===== src/design/gcd_pkg.sv =====
// ----------------------------------------------------------------------------
// gcd_pkg - shared types and constants of the great-circle distance unit
// Fixed-point constants, the arctangent table and the lane record types.
// ----------------------------------------------------------------------------
package gcd_pkg;

    // angle lanes: dlat, dlon, 2*lat_a, 2*lat_b
    localparam int NLANE = 4;
    // square root lanes: sqrt(h), sqrt(1-h)
    localparam int NROOT = 2;

    localparam int CW = 34;          // CORDIC datapath width (Q30, signed)
    localparam int RW = 64;          // root datapath width
    localparam int AW = 51;          // width of mag * (PI_Q30 div 45)
    localparam int TW = 29;          // width of mag * (PI_Q30 mod 45) + half divisor
    localparam int MAX_STEPS = 32;
    localparam int ROOT_STEPS = 32;

    localparam logic signed [26:0] DEG_90  = 27'sd11796480;
    localparam logic signed [26:0] DEG_180 = 27'sd23592960;
    localparam logic signed [26:0] DEG_360 = 27'sd47185920;

    localparam logic [31:0] PI_Q30   = 32'd3373259426;
    localparam logic [31:0] HALF_DEG = 32'd11796480;     // half of 180 * 2^17
    // 180 * 2^17 = 45 * 2^19; PI_Q30 = 45 * PI_DIV45 + PI_MOD45
    localparam logic [26:0] PI_DIV45 = 27'd74961320;
    localparam logic [4:0]  PI_MOD45 = 5'd26;
    // ceil(2^35 / 45), exact quotient for every dividend below 2^29
    localparam logic [29:0] RECIP45  = 30'd763549742;
    localparam int          RECIP_SH = 35;
    localparam logic signed [CW-1:0] GAIN_Q30 = 34'sd652032874;
    localparam logic [30:0] ONE_Q30  = 31'd1073741824;

    localparam logic [13:0] DIST_SCALE = 14'd12742;       // 2 * 6371
    localparam logic [22:0] DIST_MAX   = 23'd5124000;

    // atan(2^-i) in Q30, rounded half up
    localparam logic [31:0] ARC [MAX_STEPS] = '{
        32'd843314857, 32'd497837829, 32'd263043837, 32'd133525159,
        32'd67021687,  32'd33543516,  32'd16775851,  32'd8388437,
        32'd4194283,   32'd2097149,   32'd1048576,   32'd524288,
        32'd262144,    32'd131072,    32'd65536,     32'd32768,
        32'd16384,     32'd8192,      32'd4096,      32'd2048,
        32'd1024,      32'd512,       32'd256,       32'd128,
        32'd64,        32'd32,        32'd16,        32'd8,
        32'd4,         32'd2,         32'd1,         32'd1
    };

    typedef struct packed {
        logic          sign;
        logic          negc;
        logic [AW-1:0] hi;
        logic [TW-1:0] lo;
    } angle_t;

    typedef struct packed {
        logic signed [CW-1:0] x;
        logic signed [CW-1:0] y;
        logic signed [CW-1:0] z;
    } cord_t;

    typedef struct packed {
        logic [RW-1:0] n;
        logic [RW-1:0] res;
    } root_t;

endpackage


===== src/design/gcd_div_cell.sv =====
// ----------------------------------------------------------------------------
// gcd_div_cell - degree-to-radian division by 45
// Divides the low part by a reciprocal multiply and adds the exact high part.
// ----------------------------------------------------------------------------
module gcd_div_cell (
    input  logic                                    aclk,
    input  logic                                    aresetn,
    input  logic                                    en,
    input  logic                                    vld_i,
    input  gcd_pkg::angle_t [gcd_pkg::NLANE-1:0]    d_i,
    output logic                                    vld_o,
    output gcd_pkg::angle_t [gcd_pkg::NLANE-1:0]    d_o
);

    localparam int PW = gcd_pkg::TW + 30;

    logic                                 vld_reg;
    gcd_pkg::angle_t [gcd_pkg::NLANE-1:0] d_reg;
    gcd_pkg::angle_t [gcd_pkg::NLANE-1:0] d_next;
    logic [PW-1:0]                        prod [gcd_pkg::NLANE];

    always_comb begin
        for (int k = 0; k < gcd_pkg::NLANE; k++) begin
            prod[k] = PW'(d_i[k].lo) * PW'(gcd_pkg::RECIP45);
            d_next[k].sign = d_i[k].sign;
            d_next[k].negc = d_i[k].negc;
            d_next[k].hi   = d_i[k].hi + gcd_pkg::AW'(prod[k][PW-1:gcd_pkg::RECIP_SH]);
            d_next[k].lo   = '0;
        end
    end

    always_ff @(posedge aclk) begin
        if (!aresetn) begin
            vld_reg <= 1'b0;
        end else if (en) begin
            vld_reg <= vld_i;
        end
    end

    always_ff @(posedge aclk) begin
        if (en) begin
            d_reg <= d_next;
        end
    end

    assign vld_o = vld_reg;
    assign d_o   = d_reg;

endmodule


===== config.mk =====
export PLATFORM = sky130hd
export DESIGN_NAME = gcd_div_cell
export DESIGN_NICKNAME = d
export VERILOG_FILES = /design/src/design/gcd_pkg.sv /design/src/design/gcd_div_cell.sv
export SDC_FILE = /design/constraint.sdc
export NUM_CORES = 2
export LEC_CHECK = 0
export BUFFER_PORTS_ARGS = -buffer_cell sky130_fd_sc_hd__buf_2
export CAP_MARGIN = 25
export CORE_MARGIN = 4
export CORE_UTILIZATION = 28
export DETAILED_ROUTE_END_ITERATION = 12
export GPL_TIMING_DRIVEN = 0
export HOLD_SLACK_MARGIN = 0.03
export PLACE_DENSITY_LB_ADDON = 0.1
export SYNTH_ARGS = -nofsm -noshare
export SYNTH_HDL_FRONTEND = slang
export SYNTH_SLANG_ARGS = --single-unit

===== constraint.sdc =====
create_clock -name aclk -period 13.2 [get_ports aclk]
set_clock_uncertainty 0.2 [all_clocks]
set_input_delay 2.64 -clock aclk [delete_from_list [all_inputs] [get_ports aclk]]
set_output_delay 2.64 -clock aclk [all_outputs]
set_load 0.02 [all_outputs]

# --- Word-level counts from Yosys, hierarchy flattened ---
# Index checks and enable logic that the tools add are counted.
classes:
  n_addsub: 4
  n_mul: 4
ops:
  columns: ["op", "n"]
  rows:
  - ["$mul A29 B29 Y58 const B", 4]
  - ["$add A51 B24 Y51", 4]
totals:
  in_bits: 332
  ff_bits: 213
  word_cells: 21
  output_inout_bits: 329

# --- Depth between registers and ports, before layout ---
logic_depth:
  depth_word: 2
  depth_mapped: 39
  mapped_depth_nobuf: 38

# --- Worst setup path after synthesis ---
# Ideal clock, no wire load.
synth_path:
  path_type: "input port to flip-flop"
  startpoint: "input d_i[185] (netlist bit)"
  endpoint: "register d_reg (netlist bit d_o[237]), data pin"
  n_path_buf: 1
  path_slack_ns: 1.889
  arrival_ns: 10.846
  stages: 36
  required_time_ns: 12.734
  setup_ns: 0.266
  path_cell_list: "ha_1 -> inv_1 -> fa_1 -> inv_1 -> fa_1 -> inv_1 -> fa_1 -> fa_1 -> inv_1 -> fa_1 -> inv_1 -> fa_1 -> inv_1 -> ha_1 -> ha_1 -> buf_2 -> nand4_1 -> nor4_1 -> nand2_1 -> nor4_1 -> a2111oi_2 -> o31a_1 -> nor2_1 -> a21bo_2 -> xor2_1 -> ha_1 -> a21o_1 -> a21o_1 -> a21oi_1 -> nand2_1 -> or3_1 -> and3_1 -> o311a_1 -> nor2_1 -> nor3_1 -> xor2_1"
synth_rtl:
  columns: ["item", "line", "rtl"]
  rows:
  - ["start: declaration", "gcd_div_cell.sv:10", "input gcd_pkg::angle_t [gcd_pkg::NLANE-1:0] d_i,"]
  - ["end signal: assignment", "gcd_div_cell.sv:42", "d_reg <= d_next;"]
  - ["end: declaration", "gcd_div_cell.sv:18", "gcd_pkg::angle_t [gcd_pkg::NLANE-1:0] d_reg;"]

==> run summary <==
* **outcome** finished clean
* **dpl hpwl** 204 mm
* **global routing met1 resource utilization** 24.6%
* **final cell utilization of the core** 31.8%
* **register bit count reported by yosys** 213
* **vias in the first global route** 51500
* **compound-cell area share of the yosys netlist** 7.42%
* **Routability Congestion** 0.867
* **DR vias** 47000
* **fin crit period** 12680 ps
* **leading cell type in the layout, fill and taps excluded** sky130_fd_sc_hd__inv_1
* **# DRC** 0
* **primary flip-flop cell chosen by synthesis mapping** sky130_fd_sc_hd__edfxtp_1
* **slew of the pin with the lowest slew margin** 908 ps
* **final hold violation count** 0
* **delay of the slowest cell on the worst path** 630 ps
* **num rows** 178
* **initial antenna violation count** 34
* **RSZ-0062 raised after global routing** false
* **overall overflow remaining after global route** 0
* **count of max-cap constraint violations** 0
* **synthesized cell area** 66800 sq um
* **count of different cell masters after synthesis** 75
* **buffer and inverter count on the worst path** 7
* **clock buffer count from CTS** 34
* **Clock Root Buffer** sky130_fd_sc_hd__clkbuf_16
* **synthesized-area fraction occupied by adder cells** 60.2%
* **Top Family by Delay on Critical Path** adder cells
* **commonest cells after routing, fill and taps aside** sky130_fd_sc_hd__inv_1, sky130_fd_sc_hd__ha_1, sky130_fd_sc_hd__fa_1, sky130_fd_sc_hd__buf_2, sky130_fd_sc_hd__a21oi_1
* **worst-case headroom to the max-slew limit** 39.5%
* **number of fill cells** 25100
* **post-synthesis instance total** 6772
* **kind of end point of the critical path** register
* **share of layout cells above drive strength 1** 10.3%
* **average wire length per cell after detail routing** 21.1 um
* **Max stage delay cell, worst path** sky130_fd_sc_hd__a41oi_1
* **Via density** 4.41
* **largest net degree at the start of global routing** 103
* **portion of the clock cycle consumed by the worst path in the final layout** 96.0%
* **post-synthesis average cell area** 9.86 sq um
* **Initial DRC Count** 2166
* **maximum buffer depth of the clock tree** 3
* **required time of the worst setup path** 13300 ps
* **largest family of logic cells by synthesized area** adder cells
* **proportion of synthesized flip-flops having asynchronous set or reset** 0%
* **count of pins over their slew limit** 0
* **Worst Path Max Fanout** 10
* **Detail Route Antenna Nets** 0
* **number of warnings printed during yosys synthesis** 0
* **area growth from synthesis to layout** 12.7%
* **data arrival time of the worst path** 12770 ps
* **GR met2 Demand/Resource** 32.6%
* **Global Route met3 Usage** 1.49%
* **effective utilization at floorplan** 28.2%
* **number of synthesized flops with an enable pin** 212
* **multiplexer fraction of the synthesized cell area** 0.0150%
* **Setup violations, final** 0
* **number of clock sinks** 213
* **startpoint-to-endpoint class of the critical path** primary input to register
* **clock slew seen by the registers of the worst setup and hold paths** 70 ps
* **most common cell type on the critical path** sky130_fd_sc_hd__fa_1
* **gr usage total** 18.3%
* **clock tree from TritonCTS** done
* **I/O Buffers** 544
* **setup slack, reg-to-reg** 12400 ps
* **# H-tree levels** 2
* **width of the die** 496 um
* **clock network latency to the later pin of the worst-skew pair** 620 ps
* **total iterations of the first detailed-routing run** 6
* **count of boundary I/O pins** 661
* **full die area** 246000 sq um
* **wirelength, routed** 225 mm
* **f_max** 78.9 MHz
* **basic-gate share of the synthesized area counting and, or, nand and nor cells** 5.77%
* **class of the tightest hold or removal check** register to register
* **# nets final** 10300
* **first-pass GRT wire length** 336 mm
* **global route hottest layer** met2
* **parity-gate share of the synthesized area counting xor and xnor cells** 4.30%
* **Core Region** 236000 sq um
* **die outline height** 496 um
* **share of synthesized area occupied by flip-flops and latches** 9.57%
* **kind of start point of the critical path** primary input
## worst min-delay path, delay by kind of cell, from the launching register on
| kind | cells | cell delay (ps) |
|---|---|---|
| flops | 1 | 310 |
| mux | 1 | 120 |
| simple gates | 1 | 60 |
## synthesized netlist by cell type, drive strengths merged, types with 8 or more instances
cell	instances	area, sq um
ha	1393	17400
a21oi	259	1300
o21a	26	195
nor2	151	567
o21ai	146	734
nand2	191	717
xor2	125	1090
a31o	8	70.1
and2	39	244
nand4	77	482
nand3	108	541
buf	118	881
a31oi	19	119
o211ai	14	105
fa	1137	22800
nand2b	26	163
nor4	16	100
xnor2	203	1780
and3	40	250
or2	12	75.1
a211o	8	70.1
edfxtp	212	6370
a211oi	30	225
nor2b	33	206
nor3	54	270
clkbuf	21	78.8
a21o	152	1140
o21bai	27	203
and4	8	70.1
inv	2005	7530
## flip-flops by register name, summed over array words and instances, names as in the netlist
signal	cells
vld_o	1
d_o	212
## final cells by class
type	count	area (sq um)	share of cell area, %
diodes	9	22.5	0.0299
well taps	3150	3940	5.24
clock inverters	22	173	0.230
inverters	2005	7530	10.0
clock buffers	39	870	1.16
repair buffers	558	2960	3.93
multi-input cells	4530	52400	69.6
plain buffers	139	960	1.28
flip-flops and latches	213	6390	8.49
## metrics by stage
stage          hold WS, ps  setup slack, ps  setup TNS [ps]  cells  instance area, sq um
6_report               336              524               0  10700                 75200
3_3_place_gp           295            -1760          -62000  10600                 73800
4_1_cts                343             10.8               0  10700                 75200
2_1_floorplan          389             1890               0   6887                 67200
5_1_grt                365            0.564               0  10700                 75200
3_5_place_dp           317            -1370          -29820  10600                 74000
## final timing paths
kind,start,to,cells after the start
max,d_i[103],d_o[153],34
min,vld_o,vld_o,2
max reg2reg,vld_o,vld_o,2
min reg2reg,vld_o,vld_o,2
## cells by family (layout without fill, tap and decap cells)
| group | Yosys count | after routing |
|---|---|---|
| flip-flops | 213 | 213 |
| XOR/XNOR | 328 | 328 |
| other | 1 | 125 |
| buffers and inverters | 2144 | 2763 |
| AO/OA/AOI/OAI | 779 | 779 |
| AND/OR/NAND/NOR | 776 | 776 |
| multiplexers | 1 | 1 |
| adder cells (fa/ha/maj) | 2530 | 2530 |
## what timing repair did
item	in CTS	in global routing
pin swaps	1	0
hold buffers	0	0
gates cloned	0	0
setup buffers	3	0
resized for setup	4	12
setup endpoints to repair	17	58
endpoints found under the hold margin	0	0
## layer usage
layer	routed length (um)	vias up
met3	6200	138
met2	113000	711
met1	102000	23500
met4	3700	2
met5	13	-
li1	-	22700
Power is not shown: default switching activity piles up to over one toggle a cycle in this logic, so the estimate is an artifact.
