<file path="src/design/gcd_pkg.sv">
// ----------------------------------------------------------------------------
// gcd_pkg - shared types and constants of the great-circle distance unit
// Fixed-point constants, the arctangent table and the lane record types.
// ----------------------------------------------------------------------------
package gcd_pkg;

    // angle lanes: dlat, dlon, 2*lat_a, 2*lat_b
    localparam int NLANE = 4;
    // square root lanes: sqrt(h), sqrt(1-h)
    localparam int NROOT = 2;

    localparam int CW = 34;          // CORDIC datapath width (Q30, signed)
    localparam int RW = 64;          // root datapath width
    localparam int AW = 51;          // width of mag * (PI_Q30 div 45)
    localparam int TW = 29;          // width of mag * (PI_Q30 mod 45) + half divisor
    localparam int MAX_STEPS = 32;
    localparam int ROOT_STEPS = 32;

    localparam logic signed [26:0] DEG_90  = 27'sd11796480;
    localparam logic signed [26:0] DEG_180 = 27'sd23592960;
    localparam logic signed [26:0] DEG_360 = 27'sd47185920;

    localparam logic [31:0] PI_Q30   = 32'd3373259426;
    localparam logic [31:0] HALF_DEG = 32'd11796480;     // half of 180 * 2^17
    // 180 * 2^17 = 45 * 2^19; PI_Q30 = 45 * PI_DIV45 + PI_MOD45
    localparam logic [26:0] PI_DIV45 = 27'd74961320;
    localparam logic [4:0]  PI_MOD45 = 5'd26;
    // ceil(2^35 / 45), exact quotient for every dividend below 2^29
    localparam logic [29:0] RECIP45  = 30'd763549742;
    localparam int          RECIP_SH = 35;
    localparam logic signed [CW-1:0] GAIN_Q30 = 34'sd652032874;
    localparam logic [30:0] ONE_Q30  = 31'd1073741824;

    localparam logic [13:0] DIST_SCALE = 14'd12742;       // 2 * 6371
    localparam logic [22:0] DIST_MAX   = 23'd5124000;

    // atan(2^-i) in Q30, rounded half up
    localparam logic [31:0] ARC [MAX_STEPS] = '{
        32'd843314857, 32'd497837829, 32'd263043837, 32'd133525159,
        32'd67021687,  32'd33543516,  32'd16775851,  32'd8388437,
        32'd4194283,   32'd2097149,   32'd1048576,   32'd524288,
        32'd262144,    32'd131072,    32'd65536,     32'd32768,
        32'd16384,     32'd8192,      32'd4096,      32'd2048,
        32'd1024,      32'd512,       32'd256,       32'd128,
        32'd64,        32'd32,        32'd16,        32'd8,
        32'd4,         32'd2,         32'd1,         32'd1
    };

    typedef struct packed {
        logic          sign;
        logic          negc;
        logic [AW-1:0] hi;
        logic [TW-1:0] lo;
    } angle_t;

    typedef struct packed {
        logic signed [CW-1:0] x;
        logic signed [CW-1:0] y;
        logic signed [CW-1:0] z;
    } cord_t;

    typedef struct packed {
        logic [RW-1:0] n;
        logic [RW-1:0] res;
    } root_t;

endpackage

</file>
<file path="src/design/gcd_cordic_cell.sv">
// ----------------------------------------------------------------------------
// gcd_cordic_cell - one CORDIC micro-rotation at a fixed step index
// Rotation mode steers by the sign of z, vectoring mode by the sign of y.
// ----------------------------------------------------------------------------
module gcd_cordic_cell #(
    parameter int IDX    = 0,
    parameter bit VECTOR = 1'b0,
    parameter int LANES  = 1
) (
    input  logic                          aclk,
    input  logic                          aresetn,
    input  logic                          en,
    input  logic                          vld_i,
    input  gcd_pkg::cord_t [LANES-1:0]    d_i,
    output logic                          vld_o,
    output gcd_pkg::cord_t [LANES-1:0]    d_o
);

    localparam logic signed [gcd_pkg::CW-1:0] ARC_STEP =
        signed'(gcd_pkg::CW'(gcd_pkg::ARC[IDX]));

    logic                         vld_reg;
    gcd_pkg::cord_t [LANES-1:0]   d_reg;
    gcd_pkg::cord_t [LANES-1:0]   d_next;
    logic signed [gcd_pkg::CW-1:0] dx [LANES];
    logic signed [gcd_pkg::CW-1:0] dy [LANES];
    logic                         pos [LANES];

    always_comb begin
        for (int k = 0; k < LANES; k++) begin
            dx[k]  = d_i[k].y >>> IDX;
            dy[k]  = d_i[k].x >>> IDX;
            pos[k] = VECTOR ? (d_i[k].y < 0) : (d_i[k].z >= 0);
            if (pos[k]) begin
                d_next[k].x = d_i[k].x - dx[k];
                d_next[k].y = d_i[k].y + dy[k];
                d_next[k].z = d_i[k].z - ARC_STEP;
            end else begin
                d_next[k].x = d_i[k].x + dx[k];
                d_next[k].y = d_i[k].y - dy[k];
                d_next[k].z = d_i[k].z + ARC_STEP;
            end
        end
    end

    always_ff @(posedge aclk) begin
        if (!aresetn) begin
            vld_reg <= 1'b0;
        end else if (en) begin
            vld_reg <= vld_i;
        end
    end

    always_ff @(posedge aclk) begin
        if (en) begin
            d_reg <= d_next;
        end
    end

    assign vld_o = vld_reg;
    assign d_o   = d_reg;

endmodule

</file>
<file path="config.mk">
export PLATFORM = sky130hd
export DESIGN_NAME = gcd_cordic_cell
export DESIGN_NICKNAME = d
export VERILOG_FILES = /design/src/design/gcd_pkg.sv /design/src/design/gcd_cordic_cell.sv
export SDC_FILE = /design/constraint.sdc
export NUM_CORES = 1
export LEC_CHECK = 0
export BUFFER_PORTS_ARGS = -buffer_cell sky130_fd_sc_hd__buf_2
export CORE_UTILIZATION = 25
export CTS_BUF_LIST = sky130_fd_sc_hd__clkbuf_8
export CTS_CLUSTER_DIAMETER = 120
export DETAILED_ROUTE_END_ITERATION = 8
export HOLD_SLACK_MARGIN = 0.12
export SLEW_MARGIN = 5
export SYNTH_ARGS = -nofsm -noshare
export SYNTH_HDL_FRONTEND = slang
export SYNTH_SLANG_ARGS = --single-unit
</file>
<file path="constraint.sdc">
create_clock -name aclk -period 7.22 [get_ports aclk]
set_input_delay 1.444 -clock aclk [delete_from_list [all_inputs] [get_ports aclk]]
set_output_delay 1.444 -clock aclk [all_outputs]
set_load 0.02 [all_outputs]
</file>
== Word-level counts from Yosys, hierarchy flattened ==
Cells that the tools add are included.
Cells by class
  add/subtract/negate cells: 5
  $lt $le $gt $ge: 1
  mux-type cells: 1
Operators with widths (number)
  102-bit 2-to-1 mux: 1
  34-bit subtractor: 2
  34-bit by 31-bit adder with 34-bit output (second input constant): 1
  34-bit adder: 1
  34-bit by 1-bit greater-or-equal comparator with 1-bit output (second input constant): 1
  34-bit by 31-bit subtractor with 34-bit output (second input constant): 1
Word-level totals
  register bits after elaboration: 103
  input bits: 106
  logic and storage cells: 11

== Longest topological paths before layout ==
Gate-level depths: netlist (run 1).
  depth in word-level cells: 2
  mapped depth: 20
  mapped depth without buffers: 17

== Least setup slack after synthesis (run 1) ==
Ideal clock, no wire load.
  path kind: input -> register
  start: in d_i[33] (netlist bit)
  end: reg d_reg, in the netlist d_o[32], data pin
  library setup time: 207 ps
  arrival time: 5277 ps
  required time: 7013 ps
  path slack: 1736 ps
  cell stages on the path: 20
  path buffers: 3
  cell sequence: inv_1 ha_1 nor4b_1 nand4_1 nor3_1 nand2b_1 buf_2 inv_2 clkbuf_1 clkbuf_1 ha_1 a21o_1 a21oi_1 nor2_1 o41ai_1 o211ai_1 a31oi_1 o21ai_1 mux2i_1 a2111oi_0
RTL lines
  start: declaration: RTL line gcd_cordic_cell.sv:14  | input gcd_pkg::cord_t [LANES-1:0] d_i,
  end signal: assignment: RTL line gcd_cordic_cell.sv:56  | d_reg <= d_next;
  end: declaration: RTL line gcd_cordic_cell.sv:23  | gcd_pkg::cord_t [LANES-1:0] d_reg;

==> results_dict.tcl, run 1 <==
set metrics [dict create \
    htreeDepth 3 \
    syn2layout_area_growth_pct 16.3 \
    seq_area_frac_synth_pct 28.8 \
    synth_top_area_cell "edfxtp_1" \
    hold_path_class "reg -> reg" \
    grt_pass1_vias 9828 \
    track_usage_pct 16.5 \
    synthTopCellsByCount "a21oi_1 (142), ha_1 (132), inv_1 (114), edfxtp_1 (101), nor2_1 (82)" \
    fin_crit_ns 5.94 \
    wire_per_inst_um 18.5 \
    crit_fanout 34 \
    hold_viol 0 \
    timing.fmax_ghz 0.168 \
    whs_path_depth 2 \
    worstSetupPathType "in -> reg" \
    p_seq_share_pct 37.0 \
    synthCells 1236 \
    timing.rr.end "vld_o" \
    clk_path_buf_depth 2 \
    drc 0 \
    yosys_most_used_dff "edfxtp_1" \
    drv_cap 0 \
    drive_gt1_share_pct 17.8 \
    ios 209 \
    syn_nets 1478 \
    swShare_pct 42.4 \
    clock_skew_ns 0 \
    yosysUniqueCellTypes 76 \
    cts_setup_buffers 0 \
    hp-start "vld_o" \
    cts.clk_slew.worst_paths_ns 0.11 \
    rsz0062_at_grt "no" \
    first_iter_violations 838 \
    power_leakage_nw 5.26 \
    post-route-period-util_pct 82.3 \
    die_h_um 208 \
    clkPwrFrac_pct 17.6 \
    antenna_found_initial 2 \
    start_util_pct 25.3 \
    die_area_um2 43200 \
    gp_congestion 0.934 \
    ff2ff_path_depth 2 \
    cts.sinks 102 \
    fin_ws_ns 1.28 \
    fin_setup_tns_ns 0 \
    p_int_w 0.00127 \
    grt_pass1_wl_mm 55.9 \
    peakVddDrop_v 0.000112 \
    worst_skew_pair.late_latency_ns 0.42 \
    cp-start-kind "primary input" \
    place_ws_ns 0.943 \
    p_switching_w 0.000933 \
    root_buffer "clkbuf_8" \
    cts_tree "yes" \
    netlist_area_um2 10600 \
    status "finished clean" \
    vias 10083 \
    synth.most_common_cell "a21oi_1" \
    hpwl_mm 28.9 \
    cts-resized-gates 0 \
    end_kind "flop" \
    yosys-top-cells-area "edfxtp_1 (29%), ha_1 (16%), a21oi_1 (6.7%)" \
    maxSlewHeadroom_pct 44.0 \
    synth-edff-count 101 \
    reg2reg_slack_ns 6.61 \
    rows 75 \
    die_w_um 208 \
    coreArea_um2 41900 \
    synthArstFlopShare_pct 0 \
    synth_seq_cells 102 \
    grt-ovfl-total 0 \
    drv_slew 0 \
    synth_top_area_share_pct 28.7 \
    cp.arrival_ns 6.14 \
    cts_hold_buf 0 \
    via_per_inst 5.15 \
    powerDensity_nw_per_um2 179 \
    wirelength_mm 36.2 \
    required_ns 7.42 \
    max_slew.worst_pin.slew_ns 0.841 \
    synth_area_per_cell_um2 8.56 \
    grt_start_max_net_pins 59 \
    numPortBuffers 208 \
    yosys_warnings 0 \
    r2r-start "vld_o" \
    nNetsFinal 1655 \
    hold_path_end "vld_o" \
    antenna_left 0 \
    cts_made_buffers 9 \
    first_pass_iters 5 \
    power_frac_comb_pct 45.4 \
    setup_violations 0 \
]
[sequential cells by signal (all words and copies together), names as in the netlist]
name,cells
vld_o,1
d_o,101
[metrics by stage]
stage | utilization, % | total power (W) | hold slack, ns | cells | area [um^2]
6_report | 29.4 | 0.00220 | 0.536 | 1959 | 12300
5_1_grt | 29.4 | 0.00233 | 0.594 | 1957 | 12300
4_1_cts | 29.4 | 0.00222 | 0.544 | 1957 | 12300
3_5_place_dp | 29.0 | 0.00182 | 0.512 | 1941 | 12100
3_3_place_gp | 29.0 | 0.00181 | 0.493 | 1941 | 12100
2_1_floorplan | - | 0.00149 | 0.589 | 1236 | 10600
[cell families (layout without fill, tap and decap cells)]
| kind of cell | Yosys count | after routing | synth area share, % |
|---|---|---|---|
| and+or+nand+nor | 300 | 300 | 14.0 |
| other | 0 | 2 | 0 |
| AOI/OAI and AO/OA | 425 | 425 | 25.7 |
| DFF | 102 | 102 | 28.8 |
| adders and majority gates | 136 | 136 | 16.4 |
| xor gates and xnor gates | 91 | 91 | 7.53 |
| muxes | 15 | 15 | 1.42 |
| buffers and inverters | 167 | 349 | 6.23 |
[per-layer routing]
metal	track usage (%)	wire, um	vias up
met5	0	0	-
met4	4.39	644	0
met3	3.54	2520	32
met2	27.4	16700	386
met1	21.7	16400	4813
li1	-	-	4852
[worst max-delay path by stage]
stage             from       to  depth (start not counted)
4_1_cts         d_i[8]  d_o[32]                         16
5_1_grt        d_i[33]  d_o[32]                         18
6_report        d_i[8]  d_o[32]                         16
3_3_place_gp    d_i[8]  d_o[32]                         16
3_5_place_dp    d_i[8]  d_o[32]                         16
2_1_floorplan  d_i[33]  d_o[32]                         20
[area by class of cell]
type                            instances  area, um^2
Multi-Input combinational cell        967        6870
Fill cell                            4531       29500
Clock buffer                            9         124
Timing Repair Buffer                  211        1070
Tap cell                              539         674
Antenna cell                            2        5.00
Inverter                              122         458
Clock inverter                          7        57.6
Sequential cell                       102        3050
[critical path, stage by stage]
cell and delay (ns):
buf_2 0.12, nor4_1 0.46, nand4_1 0.18, nor3_1 0.27, nand2b_2 0.59, inv_2 0.48, ha_1 0.51, a21o_1 0.21
a21oi_1 0.14, nor2_1 0.07, o41ai_1 0.36, o211ai_1 0.13, a31oi_1 0.45, o21ai_1 0.18, mux2i_1 0.16, a2111oi_0 0.37
[power by group through the flow]
stage,logic [W],registers [W],clock network (W)
5_1_grt,0.00108,0.000824,0.000421
2_1_floorplan,0.000532,0.000954,0
3_5_place_dp,0.000990,0.000829,0
3_3_place_gp,0.000985,0.000828,0
6_report,0.000999,0.000813,0.000386
4_1_cts,0.000997,0.000816,0.000410
[layout by cell type (no fill, tap or decap), types with 8 or more instances in the layout]
| cell | synthesis | routed |
|---|---|---|
| a21o_1 | 21 | 21 |
| nand2_1 | 67 | 67 |
| nor2b_1 | 19 | 19 |
| o21bai_1 | 27 | 27 |
| buf_2 | 14 | 207 |
| a31oi_1 | 11 | 11 |
| a21oi_1 | 142 | 142 |
| o21ai_0 | 78 | 78 |
| nor4_1 | 18 | 18 |
| o211ai_1 | 18 | 18 |
| o31a_1 | 8 | 8 |
| a211oi_1 | 8 | 8 |
| o21ai_1 | 20 | 20 |
| nor3_1 | 22 | 22 |
| edfxtp_1 | 101 | 101 |
| ha_1 | 132 | 132 |
| nand2b_1 | 17 | 16 |
| and3_1 | 9 | 9 |
| xnor2_1 | 77 | 77 |
| nand4_1 | 11 | 11 |
| or3_1 | 8 | 8 |
| xor2_1 | 14 | 14 |
| nand3_1 | 23 | 23 |
| and2_1 | 8 | 8 |
| o21a_1 | 20 | 20 |
| clkbuf_8 | 0 | 9 |
| mux2i_1 | 15 | 15 |
| o31ai_1 | 9 | 9 |
| inv_1 | 114 | 115 |
| nor2_1 | 82 | 82 |
No activity file was read; power rests on OpenSTA's default activity.
==> inputs of run 2 (changes only) <==
==> constraint.sdc (replaced) <==
create_clock -name aclk -period 5.6 [get_ports aclk]
set_input_delay 1.12 -clock aclk [delete_from_list [all_inputs] [get_ports aclk]]
set_output_delay 1.12 -clock aclk [all_outputs]
set_load 0.02 [all_outputs]
==> results_dict.tcl, run 2 (synthesis results as in run 1) <==
set metrics [dict create \
    status "finished clean" \
    track_usage_pct 16.4 \
    required_ns 5.78 \
    utilization_pct 29.6 \
    antenna_left 0 \
    numPortBuffers 208 \
    cp.arrival_ns 4.97 \
    max_slew.worst_pin.slew_ns 1.06 \
    cp-start-kind "primary input" \
    drive_gt1_share_pct 18.1 \
    crit_buf_inv 3 \
    cts.clk_slew.worst_paths_ns 0.11 \
    peakVddDrop_v 0.0000996 \
    hold_viol 0 \
    rows 75 \
    wire_per_inst_um 18.3 \
    grt_start_max_net_pins 77 \
    antenna_found_initial 2 \
    timing.fmax_ghz 0.209 \
    grt-ovfl-total 0 \
    first_pass_iters 5 \
    power_leakage_nw 5.30 \
    start_util_pct 25.3 \
    coreArea_um2 41900 \
    clock_skew_ns 0 \
    die_w_um 208 \
    htreeDepth 3 \
    cts_made_buffers 9 \
    cp_top_family "simple AND/OR/NAND/NOR gates" \
    cts_hold_buf 0 \
    cts_tree "yes" \
    hold_path_class "reg -> reg" \
    clk_path_buf_depth 2 \
    fin_crit_ns 4.79 \
    first_iter_violations 937 \
    grt_pass1_wl_mm 55.4 \
    root_buffer "clkbuf_8" \
    crit_fanout 30 \
    nNetsFinal 1660 \
    fillCellCount 4527 \
    rsz0062_at_grt "no" \
    hpwl_mm 28.9 \
    cts.sinks 102 \
    design_area_um2 12400 \
    critPathSlowestCell "nor4_1" \
    grt_pass1_vias 9777 \
    placed_area_um2 12200 \
    cts_setup_buffers 0 \
    worst_path_largest_cell_delay_ns 0.52 \
    powerDensity_nw_per_um2 233 \
    syn2layout_area_growth_pct 17.0 \
    setup_violations 0 \
    wirelength_mm 36.0 \
    via_per_inst 5.10 \
    worst_skew_pair.late_latency_ns 0.44 \
    drc 0 \
    post-route-period-util_pct 85.6 \
    crit_path_cell_trace "buf_2 > nor4_1 > nand4_1 > nor3_1 > nand2b_2 > inv_2 > buf_4 > ha_1 > and4_1 > nand2_1 > nor4_1 > a21oi_1 > o21ai_1 > a31oi_1 > nor3_1 > a211oi_1" \
    ios 209 \
    fin_setup_tns_ns 0 \
    final_common_cell "buf_2" \
    drv_cap 0 \
    drv_slew 0 \
    end_kind "flop" \
    die_area_um2 43200 \
    final_cell_mix "buf_2 (207), a21oi_1 (142), ha_1 (132), inv_1 (114), edfxtp_1 (101)" \
    die_h_um 208 \
    largest_register_ffs 101 \
    vias 10025 \
    cts-resized-gates 0 \
    gp_congestion 0.915 \
    maxSlewHeadroom_pct 29.0 \
    worstSetupPathType "in -> reg" \
]
-- run 2: final cells by class --
cell class,count,area (um^2),area share (%)
timing repair buffer,216,1120,9.01
clock inverter,7,80.1,0.647
clock buffer,9,124,1.00
tap,539,674,5.45
inverter,122,458,3.70
sequential,102,3050,24.7
antenna,2,5.00,0.0404
multi-input combinational,967,6870,55.5
-- run 2: final timing paths --
check                           cells past startpoint      end     from  slack [ns]
worst max-delay path                               16  d_o[33]  d_i[10]        0.81
worst min-delay path                                2    vld_o    vld_o        0.53
worst max register to register                      2    vld_o    vld_o        5.01
worst min register to register                      2    vld_o    vld_o        0.53
-- run 2: through the flow --
stage,power (W),hold slack [ns],worst slack [ns],cells
floorplan,0.00192,0.589,0.440,1236
global placement,0.00235,0.496,0.495,1946
detailed placement,0.00235,0.506,0.451,1946
CTS,0.00291,0.531,0.902,1962
global route,0.00305,0.560,0.589,1962
finish,0.00288,0.525,0.809,1964
-- run 2: metal layers --
| layer | vias to the layer above | GRT usage [%] | routed length, um |
|---|---|---|---|
| met5 | - | 0 | 8 |
| met4 | 2 | 4.67 | 646 |
| met3 | 45 | 3.37 | 2350 |
| met2 | 389 | 27.3 | 16700 |
| met1 | 4728 | 21.5 | 16300 |
| li1 | 4861 | - | - |
-- run 2: power by group --
part / internal [W] / switching (W)
registers: 0.00101 / 0.0000388
clock network: 0.000212 / 0.000328
logic: 0.000457 / 0.000833
total: 0.00168 / 0.00120
-- run 2: worst min-delay path, cell delays in order (launching register included) --
cell	delay [ns]
dfxtp_1	0.33
mux2i_1	0.11
nor2b_1	0.05
